[src/rtl/rrpr_fifo.sv]
module rrpr_fifo #(
   parameter int WIDTH = 8,
   parameter int DEPTH = 4
) (
   input  logic             clock,
   input  logic             reset,
   input  logic             push_valid,
   output logic             push_ready,
   input  logic [WIDTH-1:0] push_data,
   output logic             pop_valid,
   input  logic             pop_ready,
   output logic [WIDTH-1:0] pop_data
);

   localparam int AW = (DEPTH > 1) ? $clog2(DEPTH) : 1;
   localparam int CW = $clog2(DEPTH + 1);

   logic [WIDTH-1:0] q_mem_ff [DEPTH];
   logic [AW-1:0]    wr_ptr_ff;
   logic [AW-1:0]    wr_ptr_in;
   logic [AW-1:0]    rd_ptr_ff;
   logic [AW-1:0]    rd_ptr_in;
   logic [CW-1:0]    cnt_ff;
   logic [CW-1:0]    cnt_in;
   logic             push;
   logic             pop;

   assign push_ready = cnt_ff < CW'(DEPTH);
   assign pop_valid  = cnt_ff != '0;
   assign pop_data   = q_mem_ff[rd_ptr_ff];
   assign push       = push_valid && push_ready;
   assign pop        = pop_valid && pop_ready;

   always_comb begin
      wr_ptr_in = wr_ptr_ff;
      rd_ptr_in = rd_ptr_ff;
      if (push) begin
         wr_ptr_in = (wr_ptr_ff == AW'(DEPTH - 1)) ? '0 : wr_ptr_ff + AW'(1);
      end
      if (pop) begin
         rd_ptr_in = (rd_ptr_ff == AW'(DEPTH - 1)) ? '0 : rd_ptr_ff + AW'(1);
      end
      cnt_in = cnt_ff + CW'(push) - CW'(pop);
   end

   always_ff @(posedge clock) begin
      if (reset) begin
         wr_ptr_ff <= '0;
         rd_ptr_ff <= '0;
         cnt_ff    <= '0;
      end else begin
         wr_ptr_ff <= wr_ptr_in;
         rd_ptr_ff <= rd_ptr_in;
         cnt_ff    <= cnt_in;
      end
   end

   always_ff @(posedge clock) begin
      if (push) begin
         q_mem_ff[wr_ptr_ff] <= push_data;
      end
   end

   a_fill_tracks: assert property (@(posedge clock) disable iff (reset)
      push && !pop |=> cnt_ff == $past(cnt_ff) + CW'(1))
      else $error("queue fill count lost a word");

endmodule

[config.mk]
export PLATFORM = sky130hd
export DESIGN_NAME = rrpr_fifo
export DESIGN_NICKNAME = d
export VERILOG_FILES = /design/src/rtl/rrpr_fifo.sv
export SDC_FILE = /design/constraint.sdc
export NUM_CORES = 1
export LEC_CHECK = 0
export BUFFER_PORTS_ARGS = -buffer_cell sky130_fd_sc_hd__buf_4
export CAP_MARGIN = 20
export CORE_MARGIN = 2
export CORE_UTILIZATION = 55
export CTS_BUF_LIST = sky130_fd_sc_hd__clkbuf_4
export DETAILED_ROUTE_END_ITERATION = 12
export PLACE_DENSITY = 0.77
export SYNTH_ARGS = -nofsm -noshare
export SYNTH_HDL_FRONTEND = slang
export SYNTH_SLANG_ARGS = --single-unit
[constraint.sdc]
create_clock -name clock -period 2.46 [get_ports clock]
set_input_delay 0.246 -clock clock [delete_from_list [all_inputs] [get_ports clock]]
set_output_delay 0.246 -clock clock [all_outputs]
set_load 0.05 [all_outputs]
Yosys cells after proc, flatten, opt, wreduce, memory -nomap -nowiden
Memory sizes are Yosys's and may differ from the RTL's. A register that Yosys moved wholly into a read port is not among the register bits.
Cells that the tools add are included.
- register bits: 7
- bits in latches: 0
- RAM bits: 32
- memory bits (read-only): 0
- memories: 1
- memories (memory ; depth ; bits a word ; read ports ; clocked after Yosys merged registers in ; write ports ; line ; RTL):
    q_mem_ff ; 4 ; 8 ; 1 ; 1 ; 1 ; 18 ; logic [WIDTH-1:0] q_mem_ff [DEPTH];
- $add $sub $neg: 4
- $mul: 0
- divide/modulo/power cells: 0
- $lt $le $gt $ge: 1
- equal/unequal tests: 2
- shift-type cells: 0
- mux-type cells: 6
- bitwise gates (word level): 0
- reductions and logical operators: 3
- operators with widths (kind ; number):
    $mux W2 ; 4
    $add A2 B1 Y2 const B ; 2
    $eq A2 B2 Y1 const B ; 2
    $add A3 B1 Y3 ; 1
    $lt A3 B3 Y1 const B ; 1
    $reduce_bool A3 Y1 ; 1
    $sub A3 B1 Y3 ; 1
    $logic_and A1 B1 Y1 ; 2
    $mux W1 ; 2

Logic depth before layout (Yosys ltp)
Gate-level depths: netlist (run 1).
- depth in word-level cells: 4
- gate-level depth with buffers: 10
- gate-level depth less buffers: 9

Worst setup path after synthesis (run 1)
Ideal clock, no wire load.
- path kind: register -> register
- from: reg cnt_ff[2]
- to: reg cnt_ff[2]
- library setup time: 0.115 ns
- arrival: 1.923 ns
- data required time: 2.345 ns
- slack: 0.422 ns
- stages on the path, launching flop included: 10
- path buffers: 0
- clock period less this slack: 2.038 ns
- cells stage by stage: dfxtp_1 o31ai_2 inv_1 ha_1 inv_1 ha_1 fa_1 xnor2_1 xnor2_1 nor2_1
- word-level cells in the longest chain between the ends: 4
- RTL lines (item ; line ; RTL):
    start, declared ; 23 ; logic [CW-1:0] cnt_ff;
    start signal, assigned ; 54 ; cnt_ff <= cnt_in;
    $lt A3 B3 Y1 ; 28 ; assign push_ready = cnt_ff < CW'(DEPTH);
    $logic_and A1 B1 Y1 ; 31 ; assign push = push_valid && push_ready;
    $add A3 B1 Y3 ; 43 ; cnt_in = cnt_ff + CW'(push) - CW'(pop);
    $sub A3 B1 Y3 (*) ; 43 ;
Mark *: on every way between the ends. The rest lies on a longest branch, timed or not.
A chain may end at the register's enable or synchronous reset.

Worst setup path in the final report (run 1)
Same ends and word-level chain as after synthesis.

==> results.json, run 1 <==
{
  "run_status": "finished clean",
  "period_share_pct": 88.0,
  "yosysTopAreaCell": "edfxtp_1",
  "routed-via-count": 792,
  "cp.required_ns": 2.71,
  "max_cap_violations": 0,
  "io_pins": 22,
  "maxSlewHeadroom_pct": 64.2,
  "port_buffers": 21,
  "syn_to_final_growth_pct": 16.6,
  "routed_wl_um": 2250,
  "crit_fanout": 5,
  "root_buffer": "clkbuf_4",
  "grt_pass1_vias": 818,
  "ys_ff_latch": 41,
  "p_int_w": 0.00130,
  "clk_pin_slew_ns": 0.12,
  "syn_inst": 90,
  "synth-compound-area-share_pct": 1.08,
  "ys_seq_area_share_pct": 70.6,
  "synth_mux_area_share_pct": 13.0,
  "end_kind": "flop",
  "wl_per_cell_um": 15.2,
  "final_area_um2": 1890,
  "p_per_area_nw_per_um2": 1040,
  "dpl-instance-area_um2": 1810,
  "drcViolationCount": 0,
  "num_rows": 19,
  "numCtsBuffers": 5,
  "drive_gt1_share_pct": 32.5,
  "finalSetupViolations": 0,
  "grt_setup_unrepaired": "no",
  "synth_top_family_by_area": "multiplexers",
  "synthTopCellsByArea": "edfxtp_1 59%, dfxtp_1 11%, mux4_2 11%, ha_1 5.4%, mux2i_1 1.9%",
  "layout.cells.most_common": "edfxtp_1",
  "yosys.area_share.simple_pct": 4.88,
  "clock_tree.buffer_depth": 2,
  "antenna_cells": 0,
  "finClkSkew_ns": 0.00840,
  "synth_cell_type_count": 17,
  "seqPwrFrac_pct": 46.2,
  "tightest_slew_ns": 0.537,
  "clock_latency_ns": 0.34,
  "die-area_um2": 3390,
  "dp_hpwl_um": 1560,
  "via_per_inst": 5.35,
  "power.switching_w": 0.000659,
  "synth.avg_cell_area_um2": 18.0,
  "finalWeightedCongestion": 0.664,
  "cts_resized": 0,
  "fin_crit_ns": 2.16,
  "fin_nets": 136,
  "post_cts_buffers": 0,
  "grt_antenna_before_repair": 0,
  "crit_path_start_kind": "flop",
  "ys_warn_count": 0,
  "grtUsageTotal_pct": 15.2,
  "die_x_um": 58.2,
  "detail_route.iter0.violations": 20,
  "p_leak_nw": 0.705,
  "fmax_ghz": 0.462,
  "fp.coreArea_um2": 2780,
  "cts-hold-fix-buffers": 0,
  "critical_path_class": "reg -> reg",
  "htree_levels": 2,
  "hold_class": "in -> reg",
  "synth_area_um2": 1620,
  "cts_sinks": 41,
  "grt_pass1_wl_um": 3600,
  "tritoncts": "built",
  "overflow": 0,
  "swShare_pct": 33.6,
  "synth_top_area_share_pct": 59.4,
  "fin_tns_setup_ns": 0,
  "postRouteAntennaNets": 0,
  "start_util_pct": 58.1,
  "hold_viol": 0,
  "drt_first_pass_iters": 4,
  "synthAdderAreaFrac_pct": 6.66,
  "final_cell_mix": "32 x edfxtp_1, 22 x buf_4, 9 x dfxtp_1",
  "synthXorXnorAreaFrac_pct": 1.08,
  "arrival_ns": 2.41,
  "synth_nets": 110,
  "chipHeight_um": 58.2,
  "final_max_slew_viol_count": 0,
  "grt_max_degree": 14,
  "vdd_drop_max_mv": 0.830,
  "clockPowerShare_pct": 21.2,
  "combinationalPowerShare_pct": 32.6
}
[sequential cells by signal, indices dropped and copies added (netlist names), named ones only]
signal     flops
cnt_ff         3
q_mem_ff      32
rd_ptr_ff      2
wr_ptr_ff      2
[power groups by stage]
stage	sequential, W	clock, W	combinational (W)
after floorplan	0.000882	0	0.000516
after global placement	0.000921	0	0.000635
after detailed placement	0.000927	0	0.000643
after CTS	0.000912	0.000427	0.000648
after global routing	0.000921	0.000449	0.000688
final	0.000907	0.000415	0.000640
[layout make-up]
type / instances / area (um^2)
clock buffers: 5 / 37.5
fillers: 188 / 896
clock inverters: 3 / 41.3
repair buffers: 22 / 165
well taps: 31 / 38.8
multi-input cells: 38 / 432
flip-flops and latches: 41 / 1140
inverters: 8 / 30.0
[synthesized netlist by cell type]
master    instances
ha_1              7
or3_1             2
and2_1            4
edfxtp_1         32
xnor2_1           2
mux4_2            8
mux2i_1           3
clkbuf_1          1
buf_2             2
dfxtp_1           9
inv_1             8
nand2_1           1
nor2_1            5
a21oi_1           1
o31ai_2           1
nor2b_1           3
fa_1              1
[worst paths after layout]
| kind | from | to | slack (ns) | cells after the start |
|---|---|---|---|---|
| hold reg to reg | rd_ptr_ff[0] | rd_ptr_ff[0] | 0.52 | 2 |
| setup reg to reg | cnt_ff[2] | cnt_ff[2] | 0.30 | 9 |
| setup / recovery | cnt_ff[2] | cnt_ff[2] | 0.30 | 9 |
| hold / removal | push_data[3] | q_mem_ff[0][3] | 0.10 | 1 |
[kinds of logic after synthesis]
kind of cell | after synthesis
flops | 41
simple gates | 15
buf+inv | 11
mux | 11
fa+ha+maj | 8
compound gates | 2
xor+xnor | 2
[critical path, stage by stage (launching register included)]
cell	delay, ns
dfxtp_1	0.37
o31ai_2	0.38
inv_1	0.08
ha_1	0.28
inv_1	0.04
ha_1	0.18
fa_1	0.37
xnor2_1	0.18
xnor2_1	0.14
nor2_1	0.05
[per-stage QoR]
stage | cells | power (W) | hold WS, ns | utilization [%] | setup slack (ns)
6_report | 148 | 0.00196 | 0.100 | 67.8 | 0.296
3_5_place_dp | 140 | 0.00157 | 0.450 | 65.0 | 0.319
4_1_cts | 148 | 0.00199 | 0.0870 | 67.8 | 0.287
5_1_grt | 148 | 0.00206 | 0.0821 | 67.8 | 0.119
2_1_floorplan | 90 | 0.00140 | 0.318 | - | 0.422
3_3_place_gp | 140 | 0.00156 | 0.445 | 65.0 | 0.352
[per-layer routing]
layer | track usage, % | up-vias | part of all wire [%]
met3 | 4.02 | 5 | 4.1
met5 | 0 | - | 0
met2 | 24.7 | 20 | 52
li1 | - | 384 | -
met4 | 7.97 | 0 | 1.9
met1 | 18.7 | 383 | 42
No activity file was read; power rests on OpenSTA's default activity.
==> run 2: changes to the inputs <==
--- a/config.mk
+++ b/config.mk
@@ -11,7 +11,9 @@
 export CORE_UTILIZATION = 55
 export CTS_BUF_LIST = sky130_fd_sc_hd__clkbuf_4
 export DETAILED_ROUTE_END_ITERATION = 12
+export GPL_TIMING_DRIVEN = 0
 export PLACE_DENSITY = 0.77
+export REMOVE_ABC_BUFFERS = 1
 export SYNTH_ARGS = -nofsm -noshare
 export SYNTH_HDL_FRONTEND = slang
 export SYNTH_SLANG_ARGS = --single-unit
==> constraint.sdc (replaced) <==
create_clock -name clock -period 2.8 [get_ports clock]
set_input_delay 0.28 -clock clock [delete_from_list [all_inputs] [get_ports clock]]
set_output_delay 0.28 -clock clock [all_outputs]
set_load 0.05 [all_outputs]
==> run 2 against run 1 <==
- flip-flop and latch count unchanged
- critical endpoint unchanged
- clock power decreased by 33%
- final cell count down 0.68%
- combinational power shrank 13%
- largest power group unchanged
- via count fell by 0.88%
- critical path type unchanged
==> results.json, run 2 (synthesized netlist as in run 1, its figures left out) <==
{
  "post_cts_buffers": 0,
  "drcViolationCount": 0,
  "hold_class": "in -> reg",
  "numCtsBuffers": 5,
  "arrival_ns": 2.43,
  "r2r_start": "cnt_ff[2]",
  "largest_reg_flops": 32,
  "cts-hold-fix-buffers": 0,
  "drt_first_pass_iters": 4,
  "detail_route.iter0.violations": 19,
  "via_per_inst": 5.34,
  "reg2reg_slack_ns": 0.61,
  "fill_cells": 188,
  "final_cell_mix": "32 x edfxtp_1, 21 x buf_4, 9 x dfxtp_1",
  "hold_depth": 1,
  "syn_to_final_growth_pct": 14.7,
  "clock_latency_ns": 0.34,
  "die_x_um": 58.2,
  "maxSlewHeadroom_pct": 65.4,
  "postRouteAntennaNets": 0,
  "cp.required_ns": 3.04,
  "fp.coreArea_um2": 2780,
  "grt_max_degree": 13,
  "htree_levels": 2,
  "crit_fanout": 7,
  "tightest_slew_ns": 0.518,
  "finClkSkew_ns": 0.00916,
  "chipHeight_um": 58.2,
  "run_status": "finished clean",
  "cp_top_family": "adder cells",
  "min_delay_worst_endpoint": "q_mem_ff[2][5]",
  "tritoncts": "built",
  "hold_start": "push_data[5]",
  "top_regs": "q_mem_ff (32), cnt_ff (3)",
  "end_kind": "flop",
  "routed_wl_um": 2210,
  "grt_antenna_before_repair": 0,
  "antenna_cells": 0,
  "utilization_pct": 66.7,
  "die-area_um2": 3390,
  "cp_num_buf_inv": 2,
  "grt_setup_unrepaired": "no",
  "num_rows": 19,
  "start_util_pct": 58.1,
  "finalWeightedCongestion": 0.634,
  "wl_per_cell_um": 15.1,
  "worstRegToRegCells": 9,
  "r2r_end": "cnt_ff[2]",
  "overflow": 0,
  "clk_pin_slew_ns": 0.11,
  "fmax_ghz": 0.456,
  "root_buffer": "clkbuf_4",
  "grt_pass1_wl_um": 3710,
  "routed-via-count": 785,
  "critical_path_class": "reg -> reg",
  "grt_pass1_vias": 826,
  "clock_tree.buffer_depth": 2,
  "drive_gt1_share_pct": 32.8,
  "fin_ws_ns": 0.606,
  "fin_nets": 135,
  "period_share_pct": 78.3,
  "layout.cells.most_common": "edfxtp_1",
  "port_buffers": 21,
  "io_pins": 22,
  "vdd_drop_max_mv": 0.720,
  "fin_crit_ns": 2.19,
  "p_per_area_nw_per_um2": 879,
  "fin_tns_setup_ns": 0,
  "top_register": "q_mem_ff",
  "cpPeakStageDelay_ns": 0.38,
  "cp_cell_sequence": "nor2b_1, inv_1, ha_1, inv_1, ha_1, fa_1, xnor2_1, xnor2_1, nor2_1",
  "cts_sinks": 41,
  "slowest_stage": "nor2b_1",
  "crit_path_start_kind": "flop",
  "final_max_slew_viol_count": 0,
  "p_leak_nw": 0.697,
  "pre_cts_slack_ns": 0.597,
  "finalSetupViolations": 0,
  "whs_ns": 0.134,
  "max_cap_violations": 0,
  "cts_resized": 0,
  "hold_viol": 0,
  "grtUsageTotal_pct": 15.7,
  "dp_hpwl_um": 1580
}
-- run 2: layout make-up --
class	count	area, um^2	share of cell area, %
Inverter	8	30.0	1.62
Tap cell	31	38.8	2.09
Timing Repair Buffer	21	158	8.50
Clock buffer	6	45.0	2.43
Clock inverter	2	10.0	0.540
Multi-Input combinational cell	38	432	23.3
Sequential cell	41	1140	61.5
-- run 2: through the flow --
stage	std cells	area, um^2	power (W)
2_1_floorplan	87	1600	0.00122
5_1_grt	147	1850	0.00173
6_report	147	1850	0.00163
3_5_place_dp	139	1800	0.00138
4_1_cts	147	1850	0.00166
3_3_place_gp	139	1800	0.00136
-- run 2: report_power, final --
part | internal, W | leakage, nW | total, W | switching [W]
clock network | 0.000105 | 0.0354 | 0.000277 | 0.000172
logic | 0.000223 | 0.295 | 0.000556 | 0.000334
registers | 0.000734 | 0.367 | 0.000797 | 0.0000634
-- run 2: worst max path at each step --
stage / slack [ns] / cells past startpoint / endpoint / from
finish: 0.61 / 9 / cnt_ff[2] / cnt_ff[2]
global route: 0.38 / 9 / cnt_ff[2] / cnt_ff[2]
CTS: 0.58 / 9 / cnt_ff[2] / cnt_ff[2]
detailed placement: 0.60 / 10 / cnt_ff[2] / push_valid
global placement: 0.61 / 10 / cnt_ff[2] / push_valid
floorplan: 0.76 / 9 / cnt_ff[2] / cnt_ff[2]
-- run 2: worst reg2reg max path, cell delays in order, from the launching register on --
cell     delay [ns]
dfxtp_1        0.37
nor2b_1        0.38
inv_1          0.09
ha_1           0.28
inv_1          0.04
ha_1           0.18
fa_1           0.38
xnor2_1        0.20
xnor2_1        0.14
nor2_1         0.05
-- run 2: routing by layer --
layer	vias to the layer above	track usage (%)	part of all wire, %
met4	0	6.98	2.2
li1	379	-	-
met1	378	17.5	40
met5	-	0	0
met2	22	26.1	51
met3	6	6.92	6.7
