==> config.mk <==
export PLATFORM = sky130hd
export DESIGN_NAME = rrpr_front_flat
export DESIGN_NICKNAME = d
export VERILOG_FILES = /design/src/rtl/rrpr_pkg.sv /design/src/rtl/rrpr_channels.sv /design/src/rtl/rrpr_front.sv /design/src/flat_wrapper.sv
export SDC_FILE = /design/constraint.sdc
export NUM_CORES = 1
export LEC_CHECK = 0
export ABC_CLOCK_PERIOD_IN_PS = 6200
export BUFFER_PORTS_ARGS = -buffer_cell sky130_fd_sc_hd__buf_4
export CAP_MARGIN = 20
export CORE_AREA = 4 4 199 201
export DETAILED_ROUTE_END_ITERATION = 10
export DIE_AREA = 0 0 203 205
export PLACE_DENSITY = 0.48
export SYNTH_ARGS = -nofsm -noshare
export SYNTH_HDL_FRONTEND = slang
export SYNTH_SLANG_ARGS = --single-unit
==> constraint.sdc <==
create_clock -name clock -period 6.2 [get_ports clock]
set_input_delay 1.24 -clock clock [delete_from_list [all_inputs] [get_ports clock]]
set_output_delay 1.24 -clock clock [all_outputs]
set_load 0.05 [all_outputs]
==> src/rtl/rrpr_pkg.sv <==
package rrpr_pkg;

   // configuration port
   localparam int CSR_INDEX_W = 3;
   localparam int CSR_DATA_W  = 48;

   localparam logic [CSR_INDEX_W-1:0] CSR_CLIENT_IP     = 3'd0;
   localparam logic [CSR_INDEX_W-1:0] CSR_CLIENT_MAC    = 3'd1;
   localparam logic [CSR_INDEX_W-1:0] CSR_BALANCER_IP   = 3'd2;
   localparam logic [CSR_INDEX_W-1:0] CSR_BALANCER_MAC  = 3'd3;
   localparam logic [CSR_INDEX_W-1:0] CSR_BACKEND_COUNT = 3'd4;
   localparam logic [CSR_INDEX_W-1:0] CSR_SETTINGS      = 3'd5;

   // settings_present bits
   localparam int SET_COUNT    = 0;
   localparam int SET_CLIENT   = 1;
   localparam int SET_BALANCER = 2;

   // header checks
   localparam logic [13:0] MIN_LEN_ETH = 14'd14;
   localparam logic [13:0] MIN_LEN_IP  = 14'd34;
   localparam logic [13:0] MIN_LEN_TCP = 14'd54;
   localparam logic [15:0] ETHERTYPE_IPV4 = 16'h0800;
   localparam logic [7:0]  PROTO_TCP      = 8'd6;

   // table slot field width on the request word
   localparam int TBL_SLOT_W = 7;
   // table rows beyond this can never be written by a request
   localparam int TBL_MAX_ROWS = 128;

   // sum of the five header halfwords that do not change
   localparam int PSUM_W = 19;
   // full checksum sum before folding
   localparam int CSUM_W = 20;

   typedef enum logic [1:0] {
      VERDICT_ABORT = 2'd0,
      VERDICT_PASS  = 2'd1,
      VERDICT_SEND  = 2'd2,
      VERDICT_TABLE = 2'd3
   } verdict_type;

   typedef enum logic [2:0] {
      KIND_ABORT,
      KIND_PASS,
      KIND_TO_BACKEND,
      KIND_TO_CLIENT,
      KIND_TABLE_WRITE
   } kind_type;

   typedef struct packed {
      logic [31:0] client_ip;
      logic [47:0] client_mac;
      logic [31:0] balancer_ip;
      logic [47:0] balancer_mac;
      logic [7:0]  backend_count;
      logic [2:0]  settings;
   } cfg_type;

   // classified word handed from front to back
   typedef struct packed {
      kind_type          kind;
      logic [PSUM_W-1:0] psum;
      logic [31:0]       tbl_ip;
      logic [47:0]       tbl_mac;
   } op_type;

endpackage

==> src/rtl/rrpr_channels.sv <==
interface rrpr_req_if;
   logic        valid;
   logic        ready;
   logic        req_type;
   logic [13:0] frame_length;
   logic [15:0] ether_type;
   logic [31:0] ip_word_first;
   logic [31:0] ip_word_second;
   logic [15:0] ip_ttl_protocol;
   logic [31:0] ip_source;
   logic [6:0]  table_slot;
   logic [31:0] table_ip;
   logic [47:0] table_mac;

   modport source (
      output valid, req_type, frame_length, ether_type, ip_word_first, ip_word_second,
             ip_ttl_protocol, ip_source, table_slot, table_ip, table_mac,
      input  ready
   );

   modport sink (
      input  valid, req_type, frame_length, ether_type, ip_word_first, ip_word_second,
             ip_ttl_protocol, ip_source, table_slot, table_ip, table_mac,
      output ready
   );
endinterface


==> src/rtl/rrpr_front.sv <==
module rrpr_front
   import rrpr_pkg::*;
#(
   parameter int BACKEND_SLOTS = 128
) (
   input  logic              clock,
   input  logic              reset,
   input  cfg_type           cfg,
   rrpr_req_if.sink          req,
   output logic              push_valid,
   input  logic              push_ready,
   output op_type            push_op,
   output logic [(($clog2(BACKEND_SLOTS) > TBL_SLOT_W) ? $clog2(BACKEND_SLOTS)
                                                        : TBL_SLOT_W)-1:0] push_slot
);

   localparam int PTR_W  = $clog2(BACKEND_SLOTS);
   localparam int SLOT_W = (PTR_W > TBL_SLOT_W) ? PTR_W : TBL_SLOT_W;
   localparam int CNT_W  = ($clog2(BACKEND_SLOTS + 1) > 8) ? $clog2(BACKEND_SLOTS + 1) : 8;

   logic [PTR_W-1:0] rr_ptr_ff;
   logic [PTR_W-1:0] rr_ptr_in;
   logic [CNT_W-1:0] cnt_raw;
   logic [CNT_W-1:0] cnt_eff;
   logic [CNT_W-1:0] ptr_ext;
   logic [CNT_W-1:0] ptr_inc;
   logic [PTR_W-1:0] ptr_next;
   logic             ptr_ok;
   logic             advance;
   logic             accept;
   kind_type         kind;

   assign cnt_raw = CNT_W'(cfg.backend_count);
   assign cnt_eff = (cnt_raw > CNT_W'(BACKEND_SLOTS)) ? CNT_W'(BACKEND_SLOTS) : cnt_raw;
   assign ptr_ext = CNT_W'(rr_ptr_ff);
   assign ptr_ok  = ptr_ext < cnt_eff;
   assign ptr_inc = ptr_ext + CNT_W'(1);
   assign ptr_next = (ptr_inc == cnt_eff) ? '0 : ptr_inc[PTR_W-1:0];

   always_comb begin
      kind    = KIND_ABORT;
      advance = 1'b0;
      priority if (req.req_type) begin
         kind = KIND_TABLE_WRITE;
      end else if (req.frame_length < MIN_LEN_ETH) begin
         kind = KIND_ABORT;
      end else if (req.ether_type != ETHERTYPE_IPV4) begin
         kind = KIND_PASS;
      end else if (req.frame_length < MIN_LEN_IP) begin
         kind = KIND_ABORT;
      end else if (req.ip_ttl_protocol[7:0] != PROTO_TCP) begin
         kind = KIND_PASS;
      end else if (req.frame_length < MIN_LEN_TCP) begin
         kind = KIND_ABORT;
      end else if (!cfg.settings[SET_COUNT] || !cfg.settings[SET_CLIENT]) begin
         kind = KIND_ABORT;
      end else if (req.ip_source == cfg.client_ip) begin
         if (ptr_ok) begin
            // pointer moves even if the balancer setting then aborts the word
            advance = 1'b1;
            kind    = cfg.settings[SET_BALANCER] ? KIND_TO_BACKEND : KIND_ABORT;
         end else begin
            kind = KIND_ABORT;
         end
      end else begin
         kind = cfg.settings[SET_BALANCER] ? KIND_TO_CLIENT : KIND_ABORT;
      end
   end

   assign accept     = req.valid && push_ready;
   assign req.ready  = push_ready;
   assign push_valid = req.valid;

   assign push_op.kind    = kind;
   assign push_op.psum    = PSUM_W'(req.ip_word_first[31:16]) + PSUM_W'(req.ip_word_first[15:0])
                          + PSUM_W'(req.ip_word_second[31:16])
                          + PSUM_W'(req.ip_word_second[15:0])
                          + PSUM_W'(req.ip_ttl_protocol);
   assign push_op.tbl_ip  = req.table_ip;
   assign push_op.tbl_mac = req.table_mac;
   assign push_slot = req.req_type ? SLOT_W'(req.table_slot) : SLOT_W'(rr_ptr_ff);

   assign rr_ptr_in = (accept && advance) ? ptr_next : rr_ptr_ff;

   always_ff @(posedge clock) begin
      if (reset) begin
         rr_ptr_ff <= '0;
      end else begin
         rr_ptr_ff <= rr_ptr_in;
      end
   end

   a_ptr_below_count: assert property (@(posedge clock) disable iff (reset)
      accept && advance |=> CNT_W'(rr_ptr_ff) < $past(cnt_eff))
      else $error("round-robin pointer left the backend range");

endmodule

==> src/flat_wrapper.sv <==
// flat-port wrapper written by rule: the top's interface ports become plain ports
module rrpr_front_flat import rrpr_pkg::*;
#(
   parameter int BACKEND_SLOTS = 128
)
  (clock, reset, cfg, push_valid, push_ready, push_op, push_slot, req_valid, req_req_type, req_frame_length, req_ether_type, req_ip_word_first, req_ip_word_second, req_ip_ttl_protocol, req_ip_source, req_table_slot, req_table_ip, req_table_mac, req_ready);
  rrpr_req_if req_i ();
  input  logic clock;
  input  logic reset;
  input  cfg_type cfg;
  output logic push_valid;
  input  logic push_ready;
  output op_type push_op;
  output logic [(($clog2(BACKEND_SLOTS) > TBL_SLOT_W) ? $clog2(BACKEND_SLOTS)
                                                        : TBL_SLOT_W)-1:0] push_slot;
  input wire logic [$bits(req_i.valid)-1:0] req_valid;
  input wire logic [$bits(req_i.req_type)-1:0] req_req_type;
  input wire logic [$bits(req_i.frame_length)-1:0] req_frame_length;
  input wire logic [$bits(req_i.ether_type)-1:0] req_ether_type;
  input wire logic [$bits(req_i.ip_word_first)-1:0] req_ip_word_first;
  input wire logic [$bits(req_i.ip_word_second)-1:0] req_ip_word_second;
  input wire logic [$bits(req_i.ip_ttl_protocol)-1:0] req_ip_ttl_protocol;
  input wire logic [$bits(req_i.ip_source)-1:0] req_ip_source;
  input wire logic [$bits(req_i.table_slot)-1:0] req_table_slot;
  input wire logic [$bits(req_i.table_ip)-1:0] req_table_ip;
  input wire logic [$bits(req_i.table_mac)-1:0] req_table_mac;
  output wire logic [$bits(req_i.ready)-1:0] req_ready;
  assign req_i.valid = req_valid;
  assign req_i.req_type = req_req_type;
  assign req_i.frame_length = req_frame_length;
  assign req_i.ether_type = req_ether_type;
  assign req_i.ip_word_first = req_ip_word_first;
  assign req_i.ip_word_second = req_ip_word_second;
  assign req_i.ip_ttl_protocol = req_ip_ttl_protocol;
  assign req_i.ip_source = req_ip_source;
  assign req_i.table_slot = req_table_slot;
  assign req_i.table_ip = req_table_ip;
  assign req_i.table_mac = req_table_mac;
  assign req_ready = req_i.ready;
  rrpr_front #(.BACKEND_SLOTS(BACKEND_SLOTS)) u_core (.clock(clock), .reset(reset), .cfg(cfg), .req(req_i), .push_valid(push_valid), .push_ready(push_ready), .push_op(push_op), .push_slot(push_slot));
endmodule
Yosys cells after proc, flatten, opt, wreduce, memory -nomap -nowiden:

Cells that the tools add are included.

* bits in registers: 7
* input port bits: 405

* add/subtract/negate cells: 5
* magnitude comparators: 5
* eq/ne operators: 4
* mux-type cells: 23
* reduce and logical (&&, ||, !) cells: 5

Operators with widths (number)
* adder 19 x 16 -> 19 bit: 3
* == test 32 bit: 1
* less-than comparator 14 x 6 -> 1 bit (second input constant): 2
* two-way mux 3 bit: 9
* adder 16 x 16 -> 17 bit: 1
* != test 16 x 12 -> 1 bit (second input constant): 1
* less-than comparator 14 x 4 -> 1 bit (second input constant): 1
* two-way mux 7 bit: 2
* two-way mux 1 bit: 9
* adder 7 x 1 -> 8 bit (second input constant): 1
* == test 8 bit: 1
* greater-than comparator 8 bit (second input constant): 1
* less-than comparator 7 x 8 -> 1 bit: 1
* two-way mux 8 bit: 1
* != test 8 x 3 -> 1 bit (second input constant): 1
* two-way mux 2 bit: 2
* logical AND 1 bit: 2
* zero test 1 bit: 2
* logical OR 1 bit: 1

Logic depth before layout (Yosys ltp):

* depth in word-level cells: 13
* gate-level depth with buffers: 21
* mapped depth without buffers: 21

Worst setup path after synthesis:

No wires, ideal clock.

* path kind: input to output
* from: input port req_ip_word_first[3]
* to: output port push_op[96] (netlist bit)
* data arrival time: 5.776 ns
* path slack: -0.816 ns
* stages: 20
* buffers on the path: 0
* cells stage by stage: ha_1 -> nand3_1 -> o211ai_1 -> nor4_1 -> nor3_1 -> a21o_1 -> a21oi_1 -> xnor2_1 -> fa_1 -> inv_1 -> fa_1 -> inv_1 -> ha_1 -> a21o_1 -> a21o_1 -> a21o_1 -> a31o_2 -> a21boi_1 -> o21bai_1 -> xor2_1

RTL lines
* from (decl): line flat_wrapper.sv:20 `input wire logic [$bits(req_i.ip_word_first)-1:0] req_ip_word_first;`
* to (decl): line flat_wrapper.sv:13 `output op_type push_op;`

==> flow_summary.ini <==
[outcome]
outcome = finished with violations
violations = setup timing

[floorplanning]
pin_count = 516
fp.dieH_um = 205
fp-row-count = 71
initial_core_util_pct = 11.3
design.core.area_mm2 = 0.0376
dieArea_mm2 = 0.0416
die_x_um = 203

[finish]
n_antenna_cell = 0
layout_common_cells = buf_4, inv_1, xor2_1, fa_1, ha_1
drive_gt1_share_pct = 53.2
area_growth_pct = 73.7
register_area_um2 = 140
n_fill_cell = 4240
final_common_cell = buf_4
largest_register_ffs = 7
top_register = u_core.rr_ptr_ff
reg.largest.list = u_core.rr_ptr_ff: 7 flops
fin_nets = 1233
multiInputGateArea_mm2 = 0.00381

[synthesis]
syn_avg_cell_area_um2 = 7.86
syn_area_mm2 = 0.00423
synth_ff_type = dfxtp_1
synth_edf_count = 0
ys_ff_latch = 7
synth.distinct_cells = 52
synth_fp_nets = 1018
synthArstFlopShare_pct = 0
synthCells = 538
yosys_warnings = 0
ys_seq_area_share_pct = 3.31

[cts]
worstSkewPairLatency_ns = 0.23
numCtsBuffers = 3
clock-sinks = 7
clockBufferDepth = 2
cts_tree = yes
clk_pin_slew_ns = 0.04
htreeDepth = 1
clockRootBuffer = clkbuf_16

[pwr]
internal-power_mw = 1.44
swShare_pct = 51.9
irDropWorstVdd_mv = 0.521
power_frac_comb_pct = 94.8
power_per_cell_area_mw_per_mm2 = 408
power_leakage_nw = 3.46
power_switching_mw = 1.56
power.share.clock_pct = 3.7
seqPwrFrac_pct = 1.5

[drt]
num_vias = 4339
finalWirelength_um = 17000
drt_first_pass_iters = 4
route.detailed.drc = 0
drt_iter0_drc = 89
vias_per_cell = 3.44
wl_per_cell_um = 13.4
ant_nets = 0

[global_route]
grt_pass1_vias = 4602
track_usage_pct = 7.55
grt_pass1_wl_um = 24700
grt_max_degree = 13
antenna_found_initial = 0
grt-ovfl-total = 0

[place]
pre_cts_slack_ns = -0.786
dp.final_hpwl_um = 14900
port_buffers = 226
gp_congestion = 0.759

[critical_path]
r2r_slack_ns = 3.62
crit_arrival_ns = 5.59
critPathMaxFanout = 3
crit_path_start_kind = input port
rr_worst_depth = 8
r2r_end = u_core.rr_ptr_ff[2]
end_kind = output pin
r2r_start = u_core.rr_ptr_ff[1]
critical_path_required_ns = 4.96
crit_type = input port to output pin

[job]
maxCapViolations = 0

[sta]
timing.final.crit_share_pct = 110
slew_headroom_pct = 33.7
rsz0062_at_grt = yes
drv_slew = 0
finalClockSkew_ns = 0.00190
finalSetupViolCount = 10
timing.final.ws_setup_ns = -0.630
fmax_ghz = 0.146
hold_viol = 0
tightest_slew_ns = 0.985
fin_setup_tns_ns = -3.95
min_period_ns = 6.83

[min_path]
worstHoldPathType = flop to flop
hold_end = u_core.rr_ptr_ff[1]
whs_path_depth = 2
min_from = u_core.rr_ptr_ff[1]
## synth_stat cells, types with 3 or more instances
master,number,share of area [%]
buf_4,84,15
nor4_1,15,2.2
nand3_1,8,0.95
and4_1,3,0.62
o211ai_1,4,0.71
a21oi_1,28,3.3
mux2_1,6,1.6
o21ai_0,6,0.71
dfxtp_1,7,3.3
and3_1,5,0.74
or3_1,3,0.44
a21o_1,10,1.8
o21bai_1,4,0.71
fa_1,33,16
nand2_1,19,1.7
inv_1,87,7.7
xnor2_1,23,4.8
nor2b_1,8,1.2
nand4_1,6,0.89
nand2b_1,9,1.3
a21boi_1,3,0.53
o21a_1,5,0.89
xor2_1,43,8.9
nor2_1,30,2.7
ha_1,42,12
nor3_1,6,0.71
o21ai_1,9,1.1
## stage by stage
| step | power, mW | hold slack, ns | instances | cell area, um2 | util [%] |
|---|---|---|---|---|---|
| finish | 3.00 | 0.569 | 1263 | 7350 | 19.6 |
| global route | 3.22 | 0.585 | 1263 | 7350 | 19.6 |
| CTS | 2.80 | 0.567 | 1260 | 7150 | 19.0 |
| detailed placement | 2.37 | 0.562 | 1245 | 6680 | 17.8 |
| global placement | 2.37 | 0.556 | 1245 | 6680 | 17.8 |
| floorplan | 1.73 | 0.494 | 538 | 4560 | - |
## kinds of logic after synthesis
kind of cell / count (synthesis) / synth area share (%)
compound gates: 86 / 13.8
xor+xnor: 67 / 14.2
fa+ha+maj: 75 / 28.0
buf+inv: 174 / 22.9
flops: 7 / 3.31
mux: 7 / 1.95
simple gates: 122 / 15.7
## worst max-delay path, cell delays in order
cell and delay (ns):
buf_8 0.10, ha_4 0.15, inv_2 0.05, fa_2 0.21
nor2b_2 0.05, o31a_1 0.31, o211ai_1 0.28, nand2_1 0.14
buf_6 0.14, a21o_1 0.18, a211oi_2 0.24, nor3_2 0.11
fa_1 0.53, inv_2 0.04, fa_1 0.51, inv_2 0.05
ha_4 0.26, and3_4 0.21, o311ai_4 0.12, buf_4 0.17
a21oi_4 0.16, xor2_4 0.17, buf_8 0.16
## worst max-delay path by stage
| stage | from | to | slack [ns] | cells after the start |
|---|---|---|---|---|
| after global routing | req_ip_word_first[16] | push_op[94] | -0.83 | 24 |
| after floorplan | req_ip_word_first[0] | push_op[96] | -0.13 | 21 |
| after CTS | req_ip_word_first[16] | push_op[94] | -0.65 | 24 |
| after detailed placement | req_ip_word_first[16] | push_op[94] | -0.79 | 24 |
| after global placement | req_ip_word_first[16] | push_op[94] | -0.76 | 24 |
| final | req_ip_word_first[16] | push_op[97] | -0.63 | 23 |
## power by group through the flow
stage / logic [mW] / registers [mW] / clock network (mW)
finish: 2.84 / 0.0453 / 0.110
global route: 3.06 / 0.0452 / 0.115
CTS: 2.65 / 0.0453 / 0.111
detailed placement: 2.32 / 0.0460 / 0
global placement: 2.32 / 0.0460 / 0
floorplan: 1.68 / 0.0460 / 0
## cell type report
| cell class | count | share of cell area [%] |
|---|---|---|
| clock buffer | 4 | 1.07 |
| multi-input combinational | 357 | 51.9 |
| sequential | 7 | 1.91 |
| timing repair buffer | 297 | 32.0 |
| tap | 511 | 8.70 |
| inverter | 87 | 4.44 |
## timing repair
action,4_1_cts,5_1_grt
pin swaps,30,32
hold buffers,0,0
setup endpoints to repair,12,13
resized for setup,67,39
setup buffers,12,10
## routing by layer
metal,up-vias,wire length [um],global-route usage [%]
li1,2116,-,-
met1,1971,6260,7.77
met2,228,8240,14.0
met3,24,2130,3.50
met4,0,333,1.60
met5,-,0,0
No activity file was read; power rests on OpenSTA's default activity.
